<file path="config.mk">
export PLATFORM = sky130hd
export DESIGN_NAME = priority_lock_waiter_queue_top
export DESIGN_NICKNAME = d
export VERILOG_FILES = /design/src/rtl/plwq_pkg.sv /design/src/rtl/priority_lock_waiter_queue_top.sv /design/src/rtl/plwq_cell.sv
export SDC_FILE = /design/constraint.sdc
export NUM_CORES = 1
export LEC_CHECK = 0
export ABC_CLOCK_PERIOD_IN_PS = 5570
export BUFFER_PORTS_ARGS = -buffer_cell sky130_fd_sc_hd__buf_2
export CAP_MARGIN = 10
export CORE_MARGIN = 3
export CORE_UTILIZATION = 45
export CTS_CLUSTER_SIZE = 25
export DETAILED_ROUTE_END_ITERATION = 8
export HOLD_SLACK_MARGIN = 0.05
export PLACE_DENSITY = 0.64
export SLEW_MARGIN = 30
export SYNTH_ARGS = -nofsm -noshare
export SYNTH_HDL_FRONTEND = slang
export SYNTH_HIERARCHICAL = 1
export SYNTH_SLANG_ARGS = --single-unit
export TNS_END_PERCENT = 100
</file>
<file path="constraint.sdc">
create_clock -name clk -period 5.57 [get_ports clk]
set_input_delay 0 -clock clk [delete_from_list [all_inputs] [get_ports clk]]
set_output_delay 0 -clock clk [all_outputs]
set_load 0.02 [all_outputs]
</file>
<file path="src/rtl/plwq_pkg.sv">
`default_nettype none

package plwq_pkg;

	// field widths of a transaction
	localparam int unsigned PRIORITY_BITS = 8;
	localparam int unsigned ID_BITS       = 4;
	localparam int unsigned STATUS_BITS   = 3;

	// default number of waiter slots
	localparam int unsigned QUEUE_DEPTH_DEF = 16;

	typedef enum logic {
		OP_ACQUIRE = 1'b0,
		OP_RELEASE = 1'b1
	} opcode_t;

	typedef enum logic [STATUS_BITS-1:0] {
		ST_GRANTED       = 3'd0,
		ST_QUEUED        = 3'd1,
		ST_FULL          = 3'd2,
		ST_RELEASED_NONE = 3'd3,
		ST_RELEASE_FREE  = 3'd4
	} status_t;

	typedef struct packed {
		logic                     opcode;
		logic [ID_BITS-1:0]       requester_id;
		logic [PRIORITY_BITS-1:0] priority_req;
	} req_t;

	typedef struct packed {
		logic [STATUS_BITS-1:0] status;
		logic                   grant_valid;
		logic [ID_BITS-1:0]     grant_id;
	} rsp_t;

	// one waiter slot
	typedef struct packed {
		logic [PRIORITY_BITS-1:0] prio;
		logic [ID_BITS-1:0]       id;
	} entry_t;

	// broadcast from the queue control to every cell
	typedef struct packed {
		logic   insert;
		logic   pop;
		entry_t new_entry;
	} cell_ctrl_t;

endpackage

`default_nettype wire

</file>
<file path="src/rtl/priority_lock_waiter_queue_top.sv">
`default_nettype none

// channel | signals                        | payload
// in      | in_valid, in_ready, in_data    | req_t: opcode, requester_id, priority_req
// out     | out_valid, out_ready, out_data | rsp_t: status, grant_valid, grant_id
//
// one transaction per cycle unless in_ready drops; each request is resolved
// in the cycle it is taken; the output register shows its response the next cycle
// the waiter queue is a row of QUEUE_DEPTH cells that insert or shift in step
// reset clears the lock flag, the waiter count and the output valid flag
// in_ready drops only while a held response is not taken by out_ready

module priority_lock_waiter_queue_top
	import plwq_pkg::*;
#(
	parameter int unsigned QUEUE_DEPTH = QUEUE_DEPTH_DEF
) (
	input  wire  clk,
	input  wire  arst_n,
	input  wire  in_valid,
	output logic in_ready,
	input  req_t in_data,
	output logic out_valid,
	input  wire  out_ready,
	output rsp_t out_data
);

	localparam int unsigned CNT_W = $clog2(QUEUE_DEPTH + 1);

	// lock and queue occupancy
	logic             lock_busy_q;
	logic [CNT_W-1:0] count_q;
	logic             out_valid_q;
	rsp_t             out_q;

	logic             fire;
	logic             is_acq;
	logic             full;
	logic             empty;
	cell_ctrl_t       ctrl;
	rsp_t             rsp;
	logic             busy_nxt;

	entry_t           cell_entry [QUEUE_DEPTH];
	logic             cell_ge    [QUEUE_DEPTH];

	// output register frees as soon as its response is taken
	assign in_ready  = !out_valid_q || out_ready;
	assign fire      = in_valid && in_ready;
	assign is_acq    = (in_data.opcode == OP_ACQUIRE);
	assign full      = (count_q == CNT_W'(QUEUE_DEPTH));
	assign empty     = (count_q == '0);
	assign out_valid = out_valid_q;
	assign out_data  = out_q;

	// queue control broadcast to the cells
	assign ctrl.insert              = fire && is_acq && lock_busy_q && !full;
	assign ctrl.pop                 = fire && !is_acq && lock_busy_q && !empty;
	assign ctrl.new_entry.prio      = in_data.priority_req;
	assign ctrl.new_entry.id        = in_data.requester_id;

	// response of this transaction and the next lock state
	always_comb begin
		rsp      = '0;
		busy_nxt = lock_busy_q;
		if (is_acq) begin
			if (!lock_busy_q) begin
				rsp.status      = ST_GRANTED;
				rsp.grant_valid = 1'b1;
				rsp.grant_id    = in_data.requester_id;
				busy_nxt        = 1'b1;
			end else if (full) begin
				rsp.status = ST_FULL;
			end else begin
				rsp.status = ST_QUEUED;
			end
		end else begin
			if (!lock_busy_q) begin
				rsp.status = ST_RELEASE_FREE;
			end else if (empty) begin
				// nobody waits, lock goes free
				rsp.status = ST_RELEASED_NONE;
				busy_nxt   = 1'b0;
			end else begin
				// straight handoff to the head waiter
				rsp.status      = ST_GRANTED;
				rsp.grant_valid = 1'b1;
				rsp.grant_id    = cell_entry[0].id;
			end
		end
	end

	always_ff @(posedge clk or negedge arst_n) begin
		if (!arst_n) begin
			lock_busy_q <= 1'b0;
			count_q     <= '0;
			out_valid_q <= 1'b0;
		end else begin
			if (fire) begin
				lock_busy_q <= busy_nxt;
				out_valid_q <= 1'b1;
			end else if (out_ready) begin
				out_valid_q <= 1'b0;
			end
			if (ctrl.insert) begin
				count_q <= count_q + CNT_W'(1);
			end else if (ctrl.pop) begin
				count_q <= count_q - CNT_W'(1);
			end
		end
	end

	// response payload needs no reset
	always_ff @(posedge clk) begin
		if (fire) begin
			out_q <= rsp;
		end
	end

	// sorted waiter row, head at cell 0
	for (genvar i = 0; i < QUEUE_DEPTH; i++) begin : g_cell
		logic   left_ge;
		entry_t left_entry;
		entry_t right_entry;

		if (i == 0) begin : g_head
			assign left_ge    = 1'b0;
			assign left_entry = ctrl.new_entry;
		end else begin : g_mid
			assign left_ge    = cell_ge[i-1];
			assign left_entry = cell_entry[i-1];
		end

		if (i == QUEUE_DEPTH - 1) begin : g_tail
			assign right_entry = cell_entry[i];
		end else begin : g_body
			assign right_entry = cell_entry[i+1];
		end

		plwq_cell u_cell (
			.clk         (clk),
			.ctrl        (ctrl),
			.occupied    (CNT_W'(i) < count_q),
			.left_ge     (left_ge),
			.left_entry  (left_entry),
			.right_entry (right_entry),
			.entry       (cell_entry[i]),
			.ge          (cell_ge[i])
		);
	end

	// waiters only exist while someone holds the lock
	a_wait_needs_holder: assert property (@(posedge clk) disable iff (!arst_n)
		!empty |-> lock_busy_q)
		else $error("waiters present while lock is free");

	a_count_bound: assert property (@(posedge clk) disable iff (!arst_n)
		count_q <= CNT_W'(QUEUE_DEPTH))
		else $error("waiter count beyond queue depth");

	a_insert_pop_excl: assert property (@(posedge clk) disable iff (!arst_n)
		!(ctrl.insert && ctrl.pop))
		else $error("insert and pop in the same cycle");

	a_grant_status: assert property (@(posedge clk) disable iff (!arst_n)
		out_valid_q && out_q.grant_valid |-> out_q.status == ST_GRANTED)
		else $error("grant without granted status");

	a_pop_grants: assert property (@(posedge clk) disable iff (!arst_n)
		ctrl.pop |=> out_valid_q && out_q.grant_valid && lock_busy_q)
		else $error("handoff did not grant the head waiter");

endmodule

`default_nettype wire

</file>
<file path="src/rtl/plwq_cell.sv">
`default_nettype none

module plwq_cell
	import plwq_pkg::*;
(
	input  wire        clk,
	input  cell_ctrl_t ctrl,
	input  wire        occupied,
	input  wire        left_ge,
	input  entry_t     left_entry,
	input  entry_t     right_entry,
	output entry_t     entry,
	output logic       ge
);

	entry_t entry_q;

	// this slot stays ahead of the new waiter (fifo among equal priorities)
	assign ge    = occupied && (entry_q.prio >= ctrl.new_entry.prio);
	assign entry = entry_q;

	always_ff @(posedge clk) begin
		if (ctrl.pop) begin
			entry_q <= right_entry;
		end else if (ctrl.insert && !ge) begin
			if (left_ge) begin
				entry_q <= ctrl.new_entry;
			end else begin
				entry_q <= left_entry;
			end
		end
	end

endmodule

`default_nettype wire

</file>
==> load_flow_metrics.sql, run 1 <==
INSERT INTO impl_metrics (metric_group, metric, value, unit) VALUES
('finish', 'flow.area_growth_from_synthesis', '8.54', '%'),
('routing', 'wire_per_inst', '18.9', 'µm'),
('routing', 'drc', '0', ''),
('setup_path', 'crit_required', '5790', 'ps'),
('global_routing', 'grt_pass1_vias', '10313', ''),
('finish', 'ratio_of_cells_with_drive_above_1_in_the_final_layout', '0.105', ''),
('flow_run', 'max_cap_violations', '0', ''),
('routing', 'first_pass_iters', '5', ''),
('routing', 'initialDrtViolationCount', '815', ''),
('global_routing', 'gr-usage-all-layers', '0.206', ''),
('clock_tree', 'cts_tree', 'built', ''),
('clock_tree', 'clkSinkCount', '207', ''),
('setup_path', 'cp_data_arrival_time', '3720', 'ps'),
('logic_synthesis', 'synth-warning-count', '6', ''),
('setup_path', 'setup.worst_path.start', 'count_q[1]', ''),
('global_routing', 'antenna_found_initial', '0', ''),
('power_and_ir_drop', 'cellPowerDensity', '425', 'nW/µm²'),
('timing', 'final_max_slew_viol_count', '0', ''),
('placed_design', 'place.gp.congestion', '0.837', ''),
('setup_path', 'setup.worst_path.end_class', 'flip-flop', ''),
('routing', 'route.vias.total', '10363', ''),
('timing', 'timing.setup.tns', '0', 'ps'),
('floorplan', 'chipWidth', '185', 'µm'),
('power_and_ir_drop', 'finalPower', '6.64', 'mW'),
('placed_design', 'buffer_ports.inserted', '26', ''),
('floorplan', 'fp.dieArea', '34200', 'µm²'),
('timing', 'rsz0062_at_grt', 'no', ''),
('floorplan', 'design.portCount', '27', ''),
('floorplan', 'floorplan.initialDensity', '0.464', ''),
('routing', 'via_per_inst', '5.65', ''),
('clock_tree', 'clkSlewWorstSetupHoldPaths', '50', 'ps'),
('routing', 'wl', '34700', 'µm'),
('clock_tree', 'total_cts_buffers', '25', ''),
('global_routing', 'grt_first_pass_wirelength', '56600', 'µm'),
('logic_synthesis', 'syn-cell-area', '14400', 'µm²'),
('power_and_ir_drop', 'irDropWorstVdd', '0.000219', 'V'),
('finish', 'final_common_cell', 'sky130_fd_sc_hd__edfxtp_1', ''),
('hold_path', 'worstHoldPathType', 'input pin to flip-flop', ''),
('timing', 'max_freq', '285', 'MHz'),
('global_routing', 'pin_count_of_the_biggest_net_entering_global_routing', '140', ''),
('timing', 'fin_crit_sh', '0.629', ''),
('finish', 'antenna_cells_inserted', '0', ''),
('timing', 'slew_of_the_pin_with_the_lowest_slew_margin', '982', 'ps'),
('setup_path', 'worst_setup_path_start_kind', 'flip-flop', ''),
('timing', 'worst_slew_margin_rel', '0.345', ''),
('timing', 'final.min_clock_period', '3510', 'ps'),
('clock_tree', 'clockBufferDepth', '3', ''),
('clock_tree', 'htreeDepth', '1', ''),
('logic_synthesis', 'syn_area_per_cell', '10.3', 'µm²'),
('global_routing', 'global_route.overflow_total', '0', ''),
('floorplan', 'total_core_area', '31100', 'µm²'),
('floorplan', 'core.rowCount', '64', ''),
('timing', 'final-setup-viol-count', '0', ''),
('clock_tree', 'clock-root-buffer', 'sky130_fd_sc_hd__clkbuf_16', ''),
('routing', 'ant_nets', '0', ''),
('hold_path', 'hp-start', 'in_data[9]', ''),
('clock_tree', 'post_cts.repair.setup_buffers', '0', ''),
('finish', 'mostFrequentLayoutCells', 'sky130_fd_sc_hd__edfxtp_1, sky130_fd_sc_hd__nand2_1, sky130_fd_sc_hd__mux2i_1', ''),
('setup_path', 'crit-reg2reg-launch', 'count_q[1]', ''),
('logic_synthesis', 'syn_inst', '1393', ''),
('setup_path', 'setup.worst_path.class', 'flip-flop to flip-flop', ''),
('clock_tree', 'clock_insertion_delay_worst_skew', '530', 'ps'),
('timing', 'finalClockSkew', '26.7', 'ps'),
('finish', 'design.final.nets', '1570', ''),
('setup_path', 'worst-path-max-fanout', '19', ''),
('power_and_ir_drop', 'leakage', '6.25', 'nW'),
('timing', 'report.final.hold_viol_count', '0', ''),
('placed_design', 'detailed_place_hpwl', '24500', 'µm'),
('floorplan', 'die-height', '185', 'µm'),
('run_status', 'status', 'completed', '');
[timing repair]
item                      4_1_cts  5_1_grt
gates resized for setup         0        0
hold buffers                    5        0
hold endpoints to repair       16        0
[worst paths after layout]
| path | end | slack (ps) | cells past startpoint |
|---|---|---|---|
| worst max register to register | g_cell[5].u_cell/entry[5] | 2070 | 9 |
| worst max-delay path | g_cell[5].u_cell/entry[5] | 2070 | 9 |
| min in group asynchronous | out_valid | 480 | 3 |
| worst min-delay path | g_cell[9].u_cell/entry[1] | 170 | 3 |
| worst min register to register | g_cell[6].u_cell/entry[1] | 580 | 2 |
| max in group asynchronous | count_q[0] | 4790 | 3 |
[report_power, final]
group          leakage [nW]  switching, mW  internal [mW]
combinational          3.92           1.42           1.04
sequential             1.98          0.380           2.36
clock                 0.347          0.619          0.819
total                  6.25           2.42           4.22
[stage by stage]
step | instance area (µm²) | util | std cells | hold slack [ps] | setup WS, ps
floorplan | 14400 | - | 1395 | -296 | 422
global placement | 14900 | 0.478 | 1785 | -147 | 2160
detailed placement | 14900 | 0.479 | 1785 | -136 | 2070
CTS | 15600 | 0.503 | 1833 | 147 | 2050
global route | 15600 | 0.503 | 1833 | 187 | 1840
finish | 15600 | 0.503 | 1833 | 172 | 2070
[routing by layer]
| layer | vias to the layer above | part of all wire | global-route usage |
|---|---|---|---|
| met4 | 0 | 0.016 | 0.0435 |
| met1 | 4953 | 0.49 | 0.313 |
| li1 | 5089 | - | - |
| met3 | 39 | 0.055 | 0.0242 |
| met2 | 282 | 0.44 | 0.319 |
| met5 | - | 0 | 0 |
[state kept, by name, summed over array words and instances (netlist names)]
signal,flops
out_valid,1
lock_busy_q,1
g_cell.u_cell/entry,192
count_q,5
out_data,8
[final cells by class]
class	count	area (µm²)
clock buffers	32	652
clock inverters	11	56.3
fillers	2832	15400
inverters	185	694
multi-input cells	950	7200
flip-flops and latches	207	6180
well taps	396	495
repair buffers	52	350
[critical path: stages (launching register included)]
cell                       delay [ps]
sky130_fd_sc_hd__dfrtp_1          460
sky130_fd_sc_hd__inv_1            160
sky130_fd_sc_hd__ha_1             220
sky130_fd_sc_hd__nand2b_1         150
sky130_fd_sc_hd__o21ai_2          130
sky130_fd_sc_hd__nor2_2           760
sky130_fd_sc_hd__buf_4            340
sky130_fd_sc_hd__inv_1             70
sky130_fd_sc_hd__o41ai_2          610
sky130_fd_sc_hd__buf_4            280
No activity file was read; power rests on OpenSTA's default activity.
==> run 2: changes to the inputs <==
--- a/config.mk
+++ b/config.mk
@@ -5,7 +5,8 @@
 export SDC_FILE = /design/constraint.sdc
 export NUM_CORES = 1
 export LEC_CHECK = 0
-export ABC_CLOCK_PERIOD_IN_PS = 5570
+export ABC_AREA = 1
+export ABC_CLOCK_PERIOD_IN_PS = 3300
 export BUFFER_PORTS_ARGS = -buffer_cell sky130_fd_sc_hd__buf_2
 export CAP_MARGIN = 10
 export CORE_MARGIN = 3
==> constraint.sdc (replaced) <==
create_clock -name clk -period 3.3 [get_ports clk]
set_input_delay 0 -clock clk [delete_from_list [all_inputs] [get_ports clk]]
set_output_delay 0 -clock clk [all_outputs]
set_load 0.02 [all_outputs]
==> run 2 against run 1 <==
  * Worst setup slack got worse by 1500 ps
  * Final cell count increased by 22%
  * Power increased by 87%
==> load_flow_metrics.sql, run 2 <==
INSERT INTO impl_metrics (metric_group, metric, value, unit) VALUES
('floorplan', 'core.rowCount', '64', ''),
('logic_synthesis', 'postSynthNetCount', '1967', ''),
('clock_tree', 'cts_tree', 'built', ''),
('global_routing', 'global_route.overflow_total', '0', ''),
('global_routing', 'gr-usage-all-layers', '0.234', ''),
('routing', 'drc', '0', ''),
('routing', 'wl', '39900', 'µm'),
('timing', 'final_max_slew_viol_count', '0', ''),
('clock_tree', 'clkSinkCount', '207', ''),
('timing', 'slew_of_the_pin_with_the_lowest_slew_margin', '647', 'ps'),
('setup_path', 'critical_path.reg2reg.endpoint', 'g_cell[10].u_cell/entry[6]', ''),
('floorplan', 'floorplan.initialDensity', '0.464', ''),
('logic_synthesis', 'syn-cell-area', '14400', 'µm²'),
('timing', 'worst_slew_margin_rel', '0.569', ''),
('routing', 'route.vias.total', '12408', ''),
('finish', 'flow.area_growth_from_synthesis', '7.91', '%'),
('logic_synthesis', 'syn_area_per_cell', '7.93', 'µm²'),
('routing', 'initialDrtViolationCount', '1308', ''),
('logic_synthesis', 'syn_inst', '1818', ''),
('clock_tree', 'clock-root-buffer', 'sky130_fd_sc_hd__clkbuf_16', ''),
('clock_tree', 'clkSlewWorstSetupHoldPaths', '60', 'ps'),
('floorplan', 'total_core_area', '31100', 'µm²'),
('clock_tree', 'total_cts_buffers', '25', ''),
('setup_path', 'cp_num_buf_inv', '3', ''),
('finish', 'design.final.nets', '1981', ''),
('timing', 'final-setup-viol-count', '0', ''),
('flow_run', 'max_cap_violations', '0', ''),
('logic_synthesis', 'synth-warning-count', '6', ''),
('global_routing', 'grt_pass1_vias', '11909', ''),
('finish', 'mostFrequentLayoutCells', 'sky130_fd_sc_hd__nand2_1, sky130_fd_sc_hd__a21oi_1, sky130_fd_sc_hd__inv_1', ''),
('floorplan', 'design.portCount', '27', ''),
('clock_tree', 'htreeDepth', '1', ''),
('timing', 'final.min_clock_period', '2710', 'ps'),
('timing', 'report.final.hold_viol_count', '0', ''),
('setup_path', 'timing.reg2reg.setup_slack', '590', 'ps'),
('clock_tree', 'clock_insertion_delay_worst_skew', '520', 'ps'),
('setup_path', 'worst-r2r-cell-count', '7', ''),
('global_routing', 'grt_first_pass_wirelength', '63600', 'µm'),
('placed_design', 'buffer_ports.inserted', '26', ''),
('setup_path', 'setup.worst_path.end_class', 'flip-flop', ''),
('timing', 'rsz0062_at_grt', 'no', ''),
('setup_path', 'worst_setup_path_start_kind', 'flip-flop', ''),
('setup_path', 'path_delay_family', 'buffers and inverters', ''),
('hold_path', 'hp-start', 'out_ready', ''),
('power_and_ir_drop', 'irDropWorstVdd', '0.000388', 'V'),
('finish', 'ratio_of_cells_with_drive_above_1_in_the_final_layout', '0.0568', ''),
('floorplan', 'die-height', '185', 'µm'),
('finish', 'antenna_cells_inserted', '0', ''),
('routing', 'via_per_inst', '5.53', ''),
('setup_path', 'timing.critical_path.slowest_stage_cell', 'sky130_fd_sc_hd__dfrtp_1', ''),
('setup_path', 'crit_required', '3450', 'ps'),
('hold_path', 'worstHoldPathType', 'input pin to flip-flop', ''),
('routing', 'wire_per_inst', '17.8', 'µm'),
('setup_path', 'worst-path-max-fanout', '85', ''),
('setup_path', 'cp_data_arrival_time', '2870', 'ps'),
('placed_design', 'place.detailed.instances', '2196', ''),
('clock_tree', 'clockBufferDepth', '3', ''),
('placed_design', 'detailed_place_hpwl', '28900', 'µm'),
('hold_path', 'worstHoldEndpoint', 'count_q[0]', ''),
('timing', 'max_freq', '369', 'MHz'),
('finish', 'final_common_cell', 'sky130_fd_sc_hd__nand2_1', ''),
('run_status', 'status', 'completed', ''),
('hold_path', 'hold-path-cell-count', '7', ''),
('setup_path', 'series_of_cell_instances_along_the_critical_path', 'inv_1 > ha_1 > nand3_4 > nand3_4 > inv_8 > inv_1 > nand2_1', ''),
('clock_tree', 'post_cts.resized_instances', '0', ''),
('setup_path', 'crit-reg2reg-launch', 'count_q[0]', ''),
('finish', 'postLayoutCoreUtil', '0.501', ''),
('floorplan', 'fp.dieArea', '34200', 'µm²'),
('power_and_ir_drop', 'cellPowerDensity', '798', 'nW/µm²'),
('timing', 'fin_crit_sh', '0.822', ''),
('global_routing', 'antenna_found_initial', '0', ''),
('timing', 'finalClockSkew', '9.73', 'ps'),
('routing', 'ant_nets', '0', ''),
('placed_design', 'place.gp.congestion', '0.866', ''),
('finish', 'largest_register_ffs', '192', ''),
('setup_path', 'critical_path.max_stage_delay', '470', 'ps'),
('finish', 'finish.cell_count_without_fillers', '2243', ''),
('global_routing', 'pin_count_of_the_biggest_net_entering_global_routing', '86', ''),
('routing', 'first_pass_iters', '6', ''),
('power_and_ir_drop', 'leakage', '7.05', 'nW'),
('setup_path', 'setup.worst_path.class', 'flip-flop to flip-flop', ''),
('timing', 'timing.setup.tns', '0', 'ps'),
('clock_tree', 'post_cts.repair.setup_buffers', '0', ''),
('floorplan', 'chipWidth', '185', 'µm');
run 2: cell types whose count changed in the layout (fill, tap and decap cells not counted), moves of 16 or more:
cell                       change
sky130_fd_sc_hd__a211oi_2     -48
sky130_fd_sc_hd__a21o_1       +16
sky130_fd_sc_hd__a21oi_1     +239
sky130_fd_sc_hd__inv_1        +56
sky130_fd_sc_hd__mux2i_1     -192
sky130_fd_sc_hd__nand2_1     +300
sky130_fd_sc_hd__nand3_1      +32
sky130_fd_sc_hd__nor2_1      +110
sky130_fd_sc_hd__nor2_2       +17
sky130_fd_sc_hd__o211ai_1     -17
sky130_fd_sc_hd__o21ai_0     +116
sky130_fd_sc_hd__o21ai_1     -160
run 2: final cells by class:
type | count | area, µm²
Clock buffer | 31 | 648
Clock inverter | 11 | 97.6
Fill cell | 2958 | 15500
Inverter | 245 | 930
Multi-Input combinational cell | 1301 | 6840
Sequential cell | 207 | 6180
Tap cell | 396 | 495
Timing Repair Buffer | 52 | 363
run 2: repair_timing:
| action | CTS | global route |
|---|---|---|
| endpoints found under the hold margin | 16 | 0 |
| hold buffers | 5 | 0 |
| setup endpoints to repair | 0 | 0 |
run 2: where the power goes:
group | leakage, nW | internal (mW) | switching [mW] | total (mW)
Clock | 0.365 | 1.53 | 1.07 | 2.60
Sequential | 1.95 | 4.23 | 0.743 | 4.97
Combinational | 4.74 | 1.61 | 3.24 | 4.85
run 2: worst max-delay path by stage:
stage	depth (start not counted)	to	startpoint
final	7	g_cell[10].u_cell/entry[6]	count_q[0]
after global routing	7	g_cell[10].u_cell/entry[9]	count_q[0]
after CTS	7	g_cell[11].u_cell/entry[6]	count_q[0]
after detailed placement	7	g_cell[11].u_cell/entry[7]	count_q[0]
after global placement	7	g_cell[11].u_cell/entry[6]	count_q[0]
after floorplan	9	g_cell[0].u_cell/entry[0]	count_q[0]
run 2: stage by stage:
stage	area, µm²	worst slack (ps)	power [mW]	hold slack (ps)
after CTS	15600	566	12.4	62.5
after floorplan	14400	925	8.51	-296
after global routing	15600	340	13.4	99.9
after detailed placement	14800	575	9.76	-153
after global placement	14800	704	9.60	-155
final	15600	587	12.4	74.3
run 2: layer usage:
metal	vias to the layer above	wire (µm)	track usage
met3	76	3050	0.0357
met4	0	1080	0.0648
met5	-	0	0
met2	514	17700	0.375
met1	5746	18100	0.330
li1	6072	-	-
run 2: tightest hold or removal path: stages:
cell	delay, ps
sky130_fd_sc_hd__buf_2	100
sky130_fd_sc_hd__inv_2	60
sky130_fd_sc_hd__a21oi_4	60
sky130_fd_sc_hd__nand3_4	120
sky130_fd_sc_hd__nand2_4	90
sky130_fd_sc_hd__nand2_1	70
sky130_fd_sc_hd__nand2_1	50
